$ cat src/hw/rtl/mte_pkg.sv
package mte_pkg;

   localparam logic        CMD_ENCAP  = 1'b0;
   localparam logic        CMD_DECAP  = 1'b1;
   localparam logic        DIR_WIRE   = 1'b0;
   localparam logic        DIR_TUNNEL = 1'b1;

   localparam logic [2:0]  REG_DEST_MAC              = 3'd0;
   localparam logic [2:0]  REG_SOURCE_MAC            = 3'd1;
   localparam logic [2:0]  REG_PUSH_LABEL            = 3'd2;
   localparam logic [2:0]  REG_PUSH_TRANSPORT_LABEL  = 3'd3;
   localparam logic [2:0]  REG_MATCH_LABEL           = 3'd4;
   localparam logic [2:0]  REG_MATCH_TRANSPORT_LABEL = 3'd5;

   localparam int          CSR_INDEX_W = 3;
   localparam int          CSR_DATA_W  = 48;

   localparam logic [15:0] ETHERTYPE_MPLS = 16'h8847;
   localparam logic [7:0]  LABEL_TTL      = 8'hff;
   localparam logic [4:0]  HDR_LEN        = 5'd14;
   localparam logic [4:0]  ENTRY_LEN      = 5'd4;
   localparam logic [4:0]  PAYLOAD_POS    = 5'd22;

   typedef struct packed {
      logic       cmd;
      logic [7:0] data_byte;
      logic       end_of_packet;
   } req_type;

   typedef struct packed {
      logic       direction;
      logic [7:0] out_byte;
      logic       out_last;
   } rsp_type;

   typedef struct packed {
      logic [47:0] dest_mac;
      logic [47:0] source_mac;
      logic [19:0] push_label;
      logic [19:0] push_transport_label;
      logic [19:0] match_label;
      logic [19:0] match_transport_label;
   } cfg_type;

   typedef struct packed {
      logic       hdr;
      logic       direction;
      logic [7:0] data_byte;
      logic       last;
   } job_type;

   function automatic logic [7:0] mac_byte(input logic [47:0] mac, input logic [2:0] k);
      logic [7:0] b;
      case (k)
         3'd0: b = mac[47:40];
         3'd1: b = mac[39:32];
         3'd2: b = mac[31:24];
         3'd3: b = mac[23:16];
         3'd4: b = mac[15:8];
         3'd5: b = mac[7:0];
         default: b = 8'h00;
      endcase
      return b;
   endfunction

   function automatic logic [7:0] entry_byte(input logic [19:0] label, input logic bos,
                                             input logic [1:0] k);
      logic [31:0] e;
      logic [7:0]  b;
      e = {label, 3'b000, bos, LABEL_TTL};
      case (k)
         2'd0: b = e[31:24];
         2'd1: b = e[23:16];
         2'd2: b = e[15:8];
         default: b = e[7:0];
      endcase
      return b;
   endfunction

endpackage

$ cat src/hw/rtl/mte_front.sv
module mte_front (
   input  logic              clock,
   input  logic              reset,
   input  mte_pkg::cfg_type  cfg,
   input  logic              req_push,
   input  mte_pkg::req_type  req_data,
   input  logic              q_full,
   output logic              job_push,
   output mte_pkg::job_type  job
);

   logic        encap_mid_ff, encap_mid_in;
   logic [4:0]  pos_ff, pos_in;
   logic [23:0] shift_ff, shift_in;
   logic        drop_ff, drop_in;

   logic        accept;
   logic        trans;
   logic [4:0]  svc_at;
   logic [4:0]  payload_at;
   logic [23:0] shifted;
   logic [19:0] label;

   assign accept     = req_push && !q_full;
   assign trans      = cfg.match_transport_label != 20'd0;
   assign svc_at     = trans ? 5'(mte_pkg::HDR_LEN + mte_pkg::ENTRY_LEN) : mte_pkg::HDR_LEN;
   assign payload_at = 5'(svc_at + mte_pkg::ENTRY_LEN);
   assign shifted    = {shift_ff[15:0], req_data.data_byte};
   assign label      = shifted[23:4];

   always_comb begin
      encap_mid_in  = encap_mid_ff;
      pos_in        = pos_ff;
      shift_in      = shift_ff;
      drop_in       = drop_ff;
      job_push      = 1'b0;
      job.hdr       = 1'b0;
      job.direction = mte_pkg::DIR_WIRE;
      job.data_byte = req_data.data_byte;
      job.last      = req_data.end_of_packet;
      if (accept) begin
         if (req_data.cmd == mte_pkg::CMD_ENCAP) begin
            job_push     = 1'b1;
            job.hdr      = !encap_mid_ff;
            encap_mid_in = !req_data.end_of_packet;
         end else begin
            job.direction = mte_pkg::DIR_TUNNEL;
            if (pos_ff >= payload_at) begin
               job_push = !drop_ff;
            end else begin
               shift_in = shifted;
               if (trans && pos_ff == 5'(mte_pkg::HDR_LEN + 5'd2)
                   && label != cfg.match_transport_label) begin
                  drop_in = 1'b1;
               end
               if (pos_ff == 5'(svc_at + 5'd2) && label != cfg.match_label) begin
                  drop_in = 1'b1;
               end
               pos_in = 5'(pos_ff + 5'd1);
            end
            if (req_data.end_of_packet) begin
               pos_in   = 5'd0;
               shift_in = 24'd0;
               drop_in  = 1'b0;
            end
         end
      end
   end

   always_ff @(posedge clock) begin
      if (reset) begin
         encap_mid_ff <= 1'b0;
         pos_ff       <= 5'd0;
         shift_ff     <= 24'd0;
         drop_ff      <= 1'b0;
      end else begin
         encap_mid_ff <= encap_mid_in;
         pos_ff       <= pos_in;
         shift_ff     <= shift_in;
         drop_ff      <= drop_in;
      end
   end

endmodule

$ cat src/hw/rtl/mte_queue.sv
module mte_queue #(
   parameter int DEPTH = 4
) (
   input  logic              clock,
   input  logic              reset,
   input  logic              push,
   input  mte_pkg::job_type  push_data,
   output logic              full,
   input  logic              pop,
   output mte_pkg::job_type  head,
   output logic              empty
);

   localparam int AW = $clog2(DEPTH);
   localparam int CW = $clog2(DEPTH + 1);

   mte_pkg::job_type slot_ff [DEPTH];
   logic [AW-1:0]    wr_ptr_ff, wr_ptr_in;
   logic [AW-1:0]    rd_ptr_ff, rd_ptr_in;
   logic [CW-1:0]    count_ff, count_in;
   logic             do_push, do_pop;

   assign full    = count_ff == CW'(DEPTH);
   assign empty   = count_ff == CW'(0);
   assign head    = slot_ff[rd_ptr_ff];
   assign do_push = push && !full;
   assign do_pop  = pop && !empty;

   always_comb begin
      wr_ptr_in = wr_ptr_ff;
      rd_ptr_in = rd_ptr_ff;
      count_in  = count_ff;
      if (do_push) begin
         wr_ptr_in = (wr_ptr_ff == AW'(DEPTH - 1)) ? AW'(0) : AW'(wr_ptr_ff + AW'(1));
      end
      if (do_pop) begin
         rd_ptr_in = (rd_ptr_ff == AW'(DEPTH - 1)) ? AW'(0) : AW'(rd_ptr_ff + AW'(1));
      end
      if (do_push && !do_pop) begin
         count_in = CW'(count_ff + CW'(1));
      end else if (do_pop && !do_push) begin
         count_in = CW'(count_ff - CW'(1));
      end
   end

   always_ff @(posedge clock) begin
      if (reset) begin
         wr_ptr_ff <= '0;
         rd_ptr_ff <= '0;
         count_ff  <= '0;
      end else begin
         wr_ptr_ff <= wr_ptr_in;
         rd_ptr_ff <= rd_ptr_in;
         count_ff  <= count_in;
      end
   end

   always_ff @(posedge clock) begin
      if (do_push) begin
         slot_ff[wr_ptr_ff] <= push_data;
      end
   end

endmodule

$ cat src/hw/rtl/mte_back.sv
module mte_back (
   input  logic              clock,
   input  logic              reset,
   input  mte_pkg::cfg_type  cfg,
   input  mte_pkg::job_type  head,
   input  logic              head_valid,
   output logic              head_pop,
   output logic              rsp_empty,
   input  logic              rsp_pop,
   output mte_pkg::rsp_type  rsp_data
);

   logic             out_valid_ff, out_valid_in;
   mte_pkg::rsp_type out_ff, out_in;
   logic [4:0]       pos_ff, pos_in;

   logic             advance;
   logic             trans;
   logic [4:0]       eff;
   logic [7:0]       byte_sel;
   logic [1:0]       ek;

   assign advance = !out_valid_ff || rsp_pop;
   assign trans   = cfg.push_transport_label != 20'd0;
   assign ek      = 2'(eff[1:0] + 2'd2);

   always_comb begin
      if (!head.hdr) begin
         eff = mte_pkg::PAYLOAD_POS;
      end else if (!trans && pos_ff >= mte_pkg::HDR_LEN) begin
         eff = 5'(pos_ff + mte_pkg::ENTRY_LEN);
      end else begin
         eff = pos_ff;
      end
   end

   always_comb begin
      case (eff)
         5'd0, 5'd1, 5'd2, 5'd3, 5'd4, 5'd5: begin
            byte_sel = mte_pkg::mac_byte(cfg.dest_mac, eff[2:0]);
         end
         5'd6, 5'd7, 5'd8, 5'd9, 5'd10, 5'd11: begin
            byte_sel = mte_pkg::mac_byte(cfg.source_mac, 3'(eff - 5'd6));
         end
         5'd12: byte_sel = mte_pkg::ETHERTYPE_MPLS[15:8];
         5'd13: byte_sel = mte_pkg::ETHERTYPE_MPLS[7:0];
         5'd14, 5'd15, 5'd16, 5'd17: begin
            byte_sel = mte_pkg::entry_byte(cfg.push_transport_label, 1'b0, ek);
         end
         5'd18, 5'd19, 5'd20, 5'd21: begin
            byte_sel = mte_pkg::entry_byte(cfg.push_label, 1'b1, ek);
         end
         default: byte_sel = head.data_byte;
      endcase
   end

   always_comb begin
      out_valid_in = out_valid_ff;
      out_in       = out_ff;
      pos_in       = pos_ff;
      head_pop     = 1'b0;
      if (advance) begin
         out_valid_in = head_valid;
         if (head_valid) begin
            out_in.direction = head.direction;
            out_in.out_byte  = byte_sel;
            out_in.out_last  = (eff == mte_pkg::PAYLOAD_POS) && head.last;
            if (eff == mte_pkg::PAYLOAD_POS) begin
               head_pop = 1'b1;
               pos_in   = 5'd0;
            end else begin
               pos_in = 5'(pos_ff + 5'd1);
            end
         end
      end
   end

   always_ff @(posedge clock) begin
      if (reset) begin
         out_valid_ff <= 1'b0;
         pos_ff       <= 5'd0;
      end else begin
         out_valid_ff <= out_valid_in;
         pos_ff       <= pos_in;
      end
   end

   always_ff @(posedge clock) begin
      out_ff <= out_in;
   end

   assign rsp_empty = !out_valid_ff;
   assign rsp_data  = out_ff;

endmodule

$ cat src/hw/rtl/mpls_tunnel_encap_decap.sv
// MPLS tunnel byte stream, label push toward the wire and label pop toward the tunnel.
// Input channel: req_push/req_full carry one byte item (cmd, data_byte, end_of_packet).
// cmd selects encapsulation (0) or decapsulation (1); the two directions keep
// separate state and may be interleaved byte by byte.
// Result channel: rsp_empty/rsp_pop present the oldest result item (direction,
// out_byte, out_last); pop it while rsp_empty is low.
// Path: with nothing ahead of it, the first result item of an accepted item is
// registered in a job queue slot and then in the output register on the result ports.
// Throughput: one result item per cycle while the receiver pops. A decap byte yields
// at most one item and a mid-packet encap byte one; the first encap byte of a packet
// yields 19 or 23, emitted one per cycle by the header sequencer in the header burst.
// The job queue (QUEUE_DEPTH entries) holds accepted bytes during that burst;
// req_full rises only when it fills.
// When the receiver stalls, the output register holds its item, the sequencer
// waits, and the queue fills until req_full stops the sender.
// Reset: synchronous, active high; clears packet state, config, queue pointers/count;
// not data registers. Configuration registers are written through csr_we/csr_index/
// csr_wdata and should change only while no item is in flight.
module mpls_tunnel_encap_decap #(
   parameter int QUEUE_DEPTH = 4
) (
   input  logic                                clock,
   input  logic                                reset,
   input  logic                                req_push,
   output logic                                req_full,
   input  mte_pkg::req_type                    req_data,
   output logic                                rsp_empty,
   input  logic                                rsp_pop,
   output mte_pkg::rsp_type                    rsp_data,
   input  logic                                csr_we,
   input  logic [mte_pkg::CSR_INDEX_W-1:0]     csr_index,
   input  logic [mte_pkg::CSR_DATA_W-1:0]      csr_wdata
);

   mte_pkg::cfg_type cfg_ff, cfg_in;
   mte_pkg::job_type job, head;
   logic             job_push, q_full, q_empty, head_pop;

   always_comb begin
      cfg_in = cfg_ff;
      if (csr_we) begin
         case (csr_index)
            mte_pkg::REG_DEST_MAC:              cfg_in.dest_mac = csr_wdata;
            mte_pkg::REG_SOURCE_MAC:            cfg_in.source_mac = csr_wdata;
            mte_pkg::REG_PUSH_LABEL:            cfg_in.push_label = csr_wdata[19:0];
            mte_pkg::REG_PUSH_TRANSPORT_LABEL:  cfg_in.push_transport_label = csr_wdata[19:0];
            mte_pkg::REG_MATCH_LABEL:           cfg_in.match_label = csr_wdata[19:0];
            mte_pkg::REG_MATCH_TRANSPORT_LABEL: cfg_in.match_transport_label = csr_wdata[19:0];
            default:                            cfg_in = cfg_ff;
         endcase
      end
   end

   always_ff @(posedge clock) begin
      if (reset) begin
         cfg_ff <= '0;
      end else begin
         cfg_ff <= cfg_in;
      end
   end

   assign req_full = q_full;

   mte_front u_front (
      .clock    (clock),
      .reset    (reset),
      .cfg      (cfg_ff),
      .req_push (req_push),
      .req_data (req_data),
      .q_full   (q_full),
      .job_push (job_push),
      .job      (job)
   );

   mte_queue #(
      .DEPTH (QUEUE_DEPTH)
   ) u_queue (
      .clock     (clock),
      .reset     (reset),
      .push      (job_push),
      .push_data (job),
      .full      (q_full),
      .pop       (head_pop),
      .head      (head),
      .empty     (q_empty)
   );

   mte_back u_back (
      .clock      (clock),
      .reset      (reset),
      .cfg        (cfg_ff),
      .head       (head),
      .head_valid (!q_empty),
      .head_pop   (head_pop),
      .rsp_empty  (rsp_empty),
      .rsp_pop    (rsp_pop),
      .rsp_data   (rsp_data)
   );

endmodule

$ cat config.mk
export PLATFORM = sky130hd
export DESIGN_NAME = mpls_tunnel_encap_decap
export DESIGN_NICKNAME = d
export VERILOG_FILES = /design/src/hw/rtl/mte_pkg.sv /design/src/hw/rtl/mte_front.sv /design/src/hw/rtl/mte_queue.sv /design/src/hw/rtl/mte_back.sv /design/src/hw/rtl/mpls_tunnel_encap_decap.sv
export SDC_FILE = /design/constraint.sdc
export NUM_CORES = 1
export LEC_CHECK = 0
export ABC_CLOCK_PERIOD_IN_PS = 12300
export BUFFER_PORTS_ARGS = -buffer_cell sky130_fd_sc_hd__buf_2
export CAP_MARGIN = 10
export CORE_MARGIN = 8
export CORE_UTILIZATION = 50
export CTS_CLUSTER_DIAMETER = 120
export DETAILED_ROUTE_END_ITERATION = 8
export PLACE_DENSITY = 0.68
export SLEW_MARGIN = 10
export SYNTH_ARGS = -nofsm -noshare
export SYNTH_HDL_FRONTEND = slang
export SYNTH_SLANG_ARGS = --single-unit
export TNS_END_PERCENT = 30
$ cat constraint.sdc
create_clock -name clock -period 12.3 [get_ports clock]
set_clock_uncertainty 0.15 [all_clocks]
set_input_delay 1.23 -clock clock [delete_from_list [all_inputs] [get_ports clock]]
set_output_delay 1.23 -clock clock [all_outputs]
set_load 0.01 [all_outputs]
Yosys cells after proc, flatten, opt, wreduce, memory -nomap -nowiden
Memory sizes are Yosys's and may differ from the RTL's. A register that Yosys moved wholly into a read port is not among the register bits.
Cells that the tools add are included.

storage, ports and cells
  memories = 1
  logic and storage cells = 159
  bits of input ports = 66
  register bits after elaboration = 222
  latch bits = 0
  output and inout port bits = 12
  memory bits (read-only) = 0
  RAM bits = 44

operators by class
  shift-type cells = 0
  mux-type cells = 34
  multipliers = 0
  equal/unequal tests = 47
  order comparisons = 2
  $add $sub $neg = 11
  div/mod/pow operators = 0
  reduce and logical (&&, ||, !) cells = 44
  bitwise gates (word level) = 2

memories
  memory           depth  width  rd ports  clocked after Yosys merged registers in  wr ports  line             text
  u_queue.slot_ff  4      11     1         1                                        1         mte_queue.sv:17  mte_pkg::job_type slot_ff [DEPTH];

operators with widths
  cell                   number
  $pmux W8 S6            3
  $pmux W8 S3            2
  $eq A5 B4 Y1 const B   8
  $eq A5 B5 Y1 const B   8
  $ne A20 B20 Y1         2
  $reduce_bool A20 Y1    2
  $mux W16               2
  $mux W5                6
  $eq A3 B3 Y1 const B   7
  $eq A5 B3 Y1 const B   4
  $eq A3 B2 Y1 const B   6
  $reduce_and A2 Y1      8
  $mux W1                14
  $logic_not A3 Y1       4
  $reduce_or A6 Y1       2
  $add A5 B1 Y5 const B  2
  $add A5 B3 Y5 const B  2
  $eq A5 B2 Y1 const B   2
  $logic_and A1 B1 Y1    10
  $mux W2                5
  $eq A3 B1 Y1 const B   3
  $logic_not A1 Y1       9
  $reduce_or A4 Y1       2
  $eq A2 B2 Y1 const B   3
  other kinds (21)       24

Depth between registers and ports, before layout
  depth after elaboration = 13
  gate-level depth with buffers = 17
  gate-level depth less buffers = 15

Hierarchy
Synthesis repeated with hierarchy kept, for this count alone.

unflattened totals
  cells, all modules = 1,291
  area total of the unflattened synthesis = 13,340.3 um2

modules (own cells, without submodules)
  module                   cells each  area an instance (um2)  times used
  mpls_tunnel_encap_decap  630         6,996.7                 1
  mte_back                 359         2,718.9                 1
  mte_queue                107         2,097.0                 1
  mte_front                195         1,527.7                 1

Least setup slack after synthesis
OpenSTA, ideal clock, no wires.

  path kind = reg2reg
  start point = register u_back.pos_ff[0]
  end point = register u_queue.count_ff[2]
  stages on the path, launching flop included = 18
  arrival = 4.056 ns
  period minus slack after synthesis = 4.276 ns
  buffers on the path = 2
  slack = 8.024 ns
  path through = dfxtp_1 -> buf_1 -> inv_1 -> clkbuf_1 -> ha_1 -> a21oi_1 -> a211oi_4 -> and3_1 -> o41ai_2 -> a21boi_1 -> and2_1 -> inv_1 -> ha_1 -> inv_1 -> fa_1 -> xor2_1 -> or3_1 -> a21oi_1

between the ends
  cells in the longest elaborated chain, start to end = 12
  elaborated cells on any way between the ends = 15
  classes of those cells = 1 x add/sub; 1 x order compare; 1 x eq/ne; 6 x mux; 6 x reduce/logical

ends and longest elaborated chain
  item                                                  line             text
  from (decl)                                           mte_back.sv:15   logic [4:0] pos_ff, pos_in;
  from (signal assigned)                                mte_back.sv:84   pos_ff <= pos_in;
  $ge A5 B4 Y1                                          mte_back.sv:30   end else if (!trans && pos_ff >= mte_pkg::HDR_LEN) begin
  $logic_and A1 B1 Y1                                   mte_back.sv:30
  $mux W5 *                                             mte_back.sv:30
  $mux W5 *                                             mte_back.sv:28   if (!head.hdr) begin
  $eq A5 B5 Y1 *                                        mte_back.sv:68   if (eff == mte_pkg::PAYLOAD_POS) begin
  $mux W1 *                                             mte_back.sv:68
  $mux W1 *                                             mte_back.sv:64   if (head_valid) begin
  $mux W1 *                                             mte_back.sv:62   if (advance) begin
  $logic_and A1 B1 Y1 *                                 mte_queue.sv:27  assign do_pop = pop && !empty;
  $logic_not A1 Y1                                      mte_queue.sv:39  if (do_push && !do_pop) begin
  $logic_and A1 B1 Y1                                   mte_queue.sv:39
  $mux W3 / $reduce_bool A2 Y1 (equally long branches)  n/a
  to (signal assigned)                                  mte_queue.sv:54  count_ff <= count_in;
  to (decl)                                             mte_queue.sv:20  logic [CW-1:0] count_ff, count_in;

Every way passes the cells marked *; elsewhere a longest branch is shown, timed or not.
A chain may end at the register's enable or synchronous reset.

Worst setup path after layout
  start point = register u_back.pos_ff[2]
  end point = register u_queue.count_ff[2]

The elaborated chain is that of the path after synthesis.

==> results_dict.tcl <==
set metrics [dict create \
    drv_slew 0 \
    grt_pass1_vias 9843 \
    worstPathCellList "ha_1 -> a21oi_1 -> a211oi_4 -> a21oi_2 -> o41ai_2 -> a21boi_1 -> buf_4 -> and2_1 -> inv_1 -> ha_1 -> inv_1 -> fa_1 -> xor2_1 -> or3_1 -> a21oi_1" \
    final_nets 1491 \
    power.density_mw_per_mm2 173 \
    dp.cells 1700 \
    ios 78 \
    layout_commonest_cell "nand2_1" \
    grt_max_degree 125 \
    synth_top_area_share_pct 35.8 \
    synth_seq_area_share_pct 49.4 \
    fp.coreArea_mm2 0.0235 \
    htree_levels 1 \
    cts_tree "done" \
    num_vias 10206 \
    cap_violations 0 \
    area_delta_synth_final_pct 12.5 \
    grt.total_usage_pct 24.1 \
    synth.avg_cell_area_um2 8.64 \
    final-hold-violation-count 0 \
    wl_per_cell_um 20.1 \
    criticalPathCategory "register to register" \
    die-height_um 171 \
    max-slew-margin-rel_pct 36.4 \
    synthesis.nets 1462 \
    routed_wirelength_um 35200 \
    synthFlopType "dfxtp_1" \
    overflow 0 \
    nFillCells 2142 \
    hold_path_class "register to register" \
    async_flop_share_pct 0 \
    fp.dieW_um 171 \
    syn_inst 1383 \
    timing.final.crit_period_ns 4.59 \
    tns_ns 0 \
    syn_area_mm2 0.0120 \
    final_cell_mix "nand2_1, dfxtp_1, a21oi_1" \
    period_share_pct 37.3 \
    gp_congestion 0.902 \
    p_leak_nw 4.82 \
    start_util_pct 50.9 \
    synth_seq_cells 268 \
    drive_gt1_share_pct 12.3 \
    worstSetupEndpointType "register" \
    ir_drop_v 0.000111 \
    cts_buffers 29 \
    setup_violations 0 \
    dp_hpwl_um 23900 \
    synth_area_leaders "dfxtp_1, edfxtp_1, nand2_1, a21oi_1, mux4_2" \
    grt_pass1_wl_um 55000 \
    multiInputGateArea_mm2 0.00566 \
    clock_path_buffers 3 \
    insertion_delay_ns 0.56 \
    post_cts_buffers 0 \
    path_clk_slew_ns 0.06 \
    synth_edf_count 54 \
    rsz0062_at_grt "false" \
    synthDistinctLibCells 67 \
    num_antenna_cells 0 \
    critPathMaxStageDelay_ns 0.81 \
    status "finished, final reports clean" \
    vias_per_cell 5.82 \
    instances_no_fill 1753 \
    first_pass_iters 6 \
    portBuffers 77 \
    die-area_mm2 0.0291 \
    ctsHoldBuffers 0 \
    synth_largest_area_cell "dfxtp_1" \
    drc_errors 0 \
    required_ns 12.61 \
    cts_resized 0 \
    clkSinkCount 268 \
    crit_fanout 23 \
    worst_slew_pin_slew_ns 0.955 \
    ant_nets 0 \
    drt_iter0_drc 973 \
    slowest_stage "dfxtp_1" \
    antenna_found_initial 0 \
    seqCellArea_mm2 0.00591 \
    cp.arrival_ns 4.91 \
    clockRootBuffer "clkbuf_16" \
    fmax_mhz 218 \
    yosys_warnings 0 \
    cp-start-kind "register" \
    rows 56 \
]
## critical path, delay by kind of cell (launching register included)
kind / cells / cell delay, ns
flops: 1 / 0.81
xor+xnor: 1 / 0.09
compound gates: 6 / 1.66
fa+ha+maj: 3 / 0.91
simple gates: 2 / 0.55
buf+inv: 3 / 0.31
## registers in the layout (all words and copies together), names as in the netlist, named ones only
| register | count |
|---|---|
| u_queue.wr_ptr_ff | 2 |
| cfg_ff | 176 |
| u_front.shift_ff | 16 |
| u_front.encap_mid_ff | 1 |
| u_back.rsp_data | 10 |
| u_queue.rd_ptr_ff | 2 |
| u_back.pos_ff | 5 |
| u_queue.slot_ff | 44 |
| u_queue.count_ff | 3 |
| u_front.pos_ff | 5 |
| u_back.out_valid_ff | 1 |
| u_front.drop_ff | 1 |
## final cells by class
cell class | count | share of cell area, %
flip-flops and latches | 268 | 43.9
multi-input cells | 1012 | 42.1
clock buffers | 42 | 6.23
repair buffers | 89 | 3.58
well taps | 319 | 2.97
clock inverters | 11 | 0.865
inverters | 12 | 0.335
## metrics by stage
| stage | setup slack [ns] | hold WS [ns] | power (mW) | util, % | area [µm²] |
|---|---|---|---|---|---|
| global placement | 8.00 | 0.290 | 1.47 | 53.2 | 12500 |
| floorplan | 8.02 | 0.282 | 1.31 | - | 12000 |
| CTS | 7.81 | 0.304 | 2.33 | 57.3 | 13400 |
| global route | 7.42 | 0.319 | 2.42 | 57.3 | 13400 |
| detailed placement | 7.86 | 0.296 | 1.47 | 53.2 | 12500 |
| finish | 7.71 | 0.302 | 2.33 | 57.3 | 13400 |
## cells in the mapped netlist (all sizes together) (14+ instances only)
| cell | number |
|---|---|
| nand2 | 389 |
| dfxtp | 214 |
| a21oi | 209 |
| nor2 | 78 |
| clkbuf | 77 |
| edfxtp | 54 |
| xor2 | 29 |
| nand3 | 25 |
| o22ai | 23 |
| mux2i | 20 |
| mux4 | 20 |
| o21ai | 19 |
| and3 | 18 |
| xnor2 | 17 |
| nor4 | 15 |
| buf | 14 |
| nor3 | 14 |
## routing by layer
metal  wire length, µm  global-route usage [%]  part of all wire, %  vias to the layer above
li1                  -                       -                    -                     4856
met1             14800                    31.4                   42                     4957
met2             17000                    40.1                   48                      320
met3              2490                    4.59                  7.1                       73
met4               951                    7.21                  2.7                        0
met5                 0                       0                    0                        -
## power breakdown
group	internal, mW	switching [mW]	leakage [nW]
Sequential	0.965	0.0484	2.23
Combinational	0.157	0.291	2.11
Clock	0.514	0.352	0.477
Total	1.64	0.691	4.82
## worst paths after layout
path                                        from                  end  slack [ns]  cells after the start
worst max-delay path            u_back.pos_ff[2]  u_queue.count_ff[2]        7.71                     15
worst min-delay path                  cfg_ff[85]           cfg_ff[85]        0.30                      2
worst max register to register  u_back.pos_ff[2]  u_queue.count_ff[2]        7.71                     15
worst min register to register        cfg_ff[85]           cfg_ff[85]        0.30                      2
## logic make-up (layout without fill, tap and decap cells)
| kind of cell | count (synthesis) | in the layout | synth area share [%] |
|---|---|---|---|
| AND/OR/NAND/NOR | 598 | 598 | 21.5 |
| adder cells (fa/ha/maj) | 13 | 13 | 1.42 |
| AO/OA/AOI/OAI | 309 | 309 | 14.9 |
| flip-flops | 268 | 268 | 49.4 |
| multiplexers | 46 | 46 | 6.04 |
| XOR/XNOR | 46 | 46 | 3.43 |
| buffers and inverters | 103 | 154 | 3.30 |
Note: power is estimated with default switching activity, not from simulation.
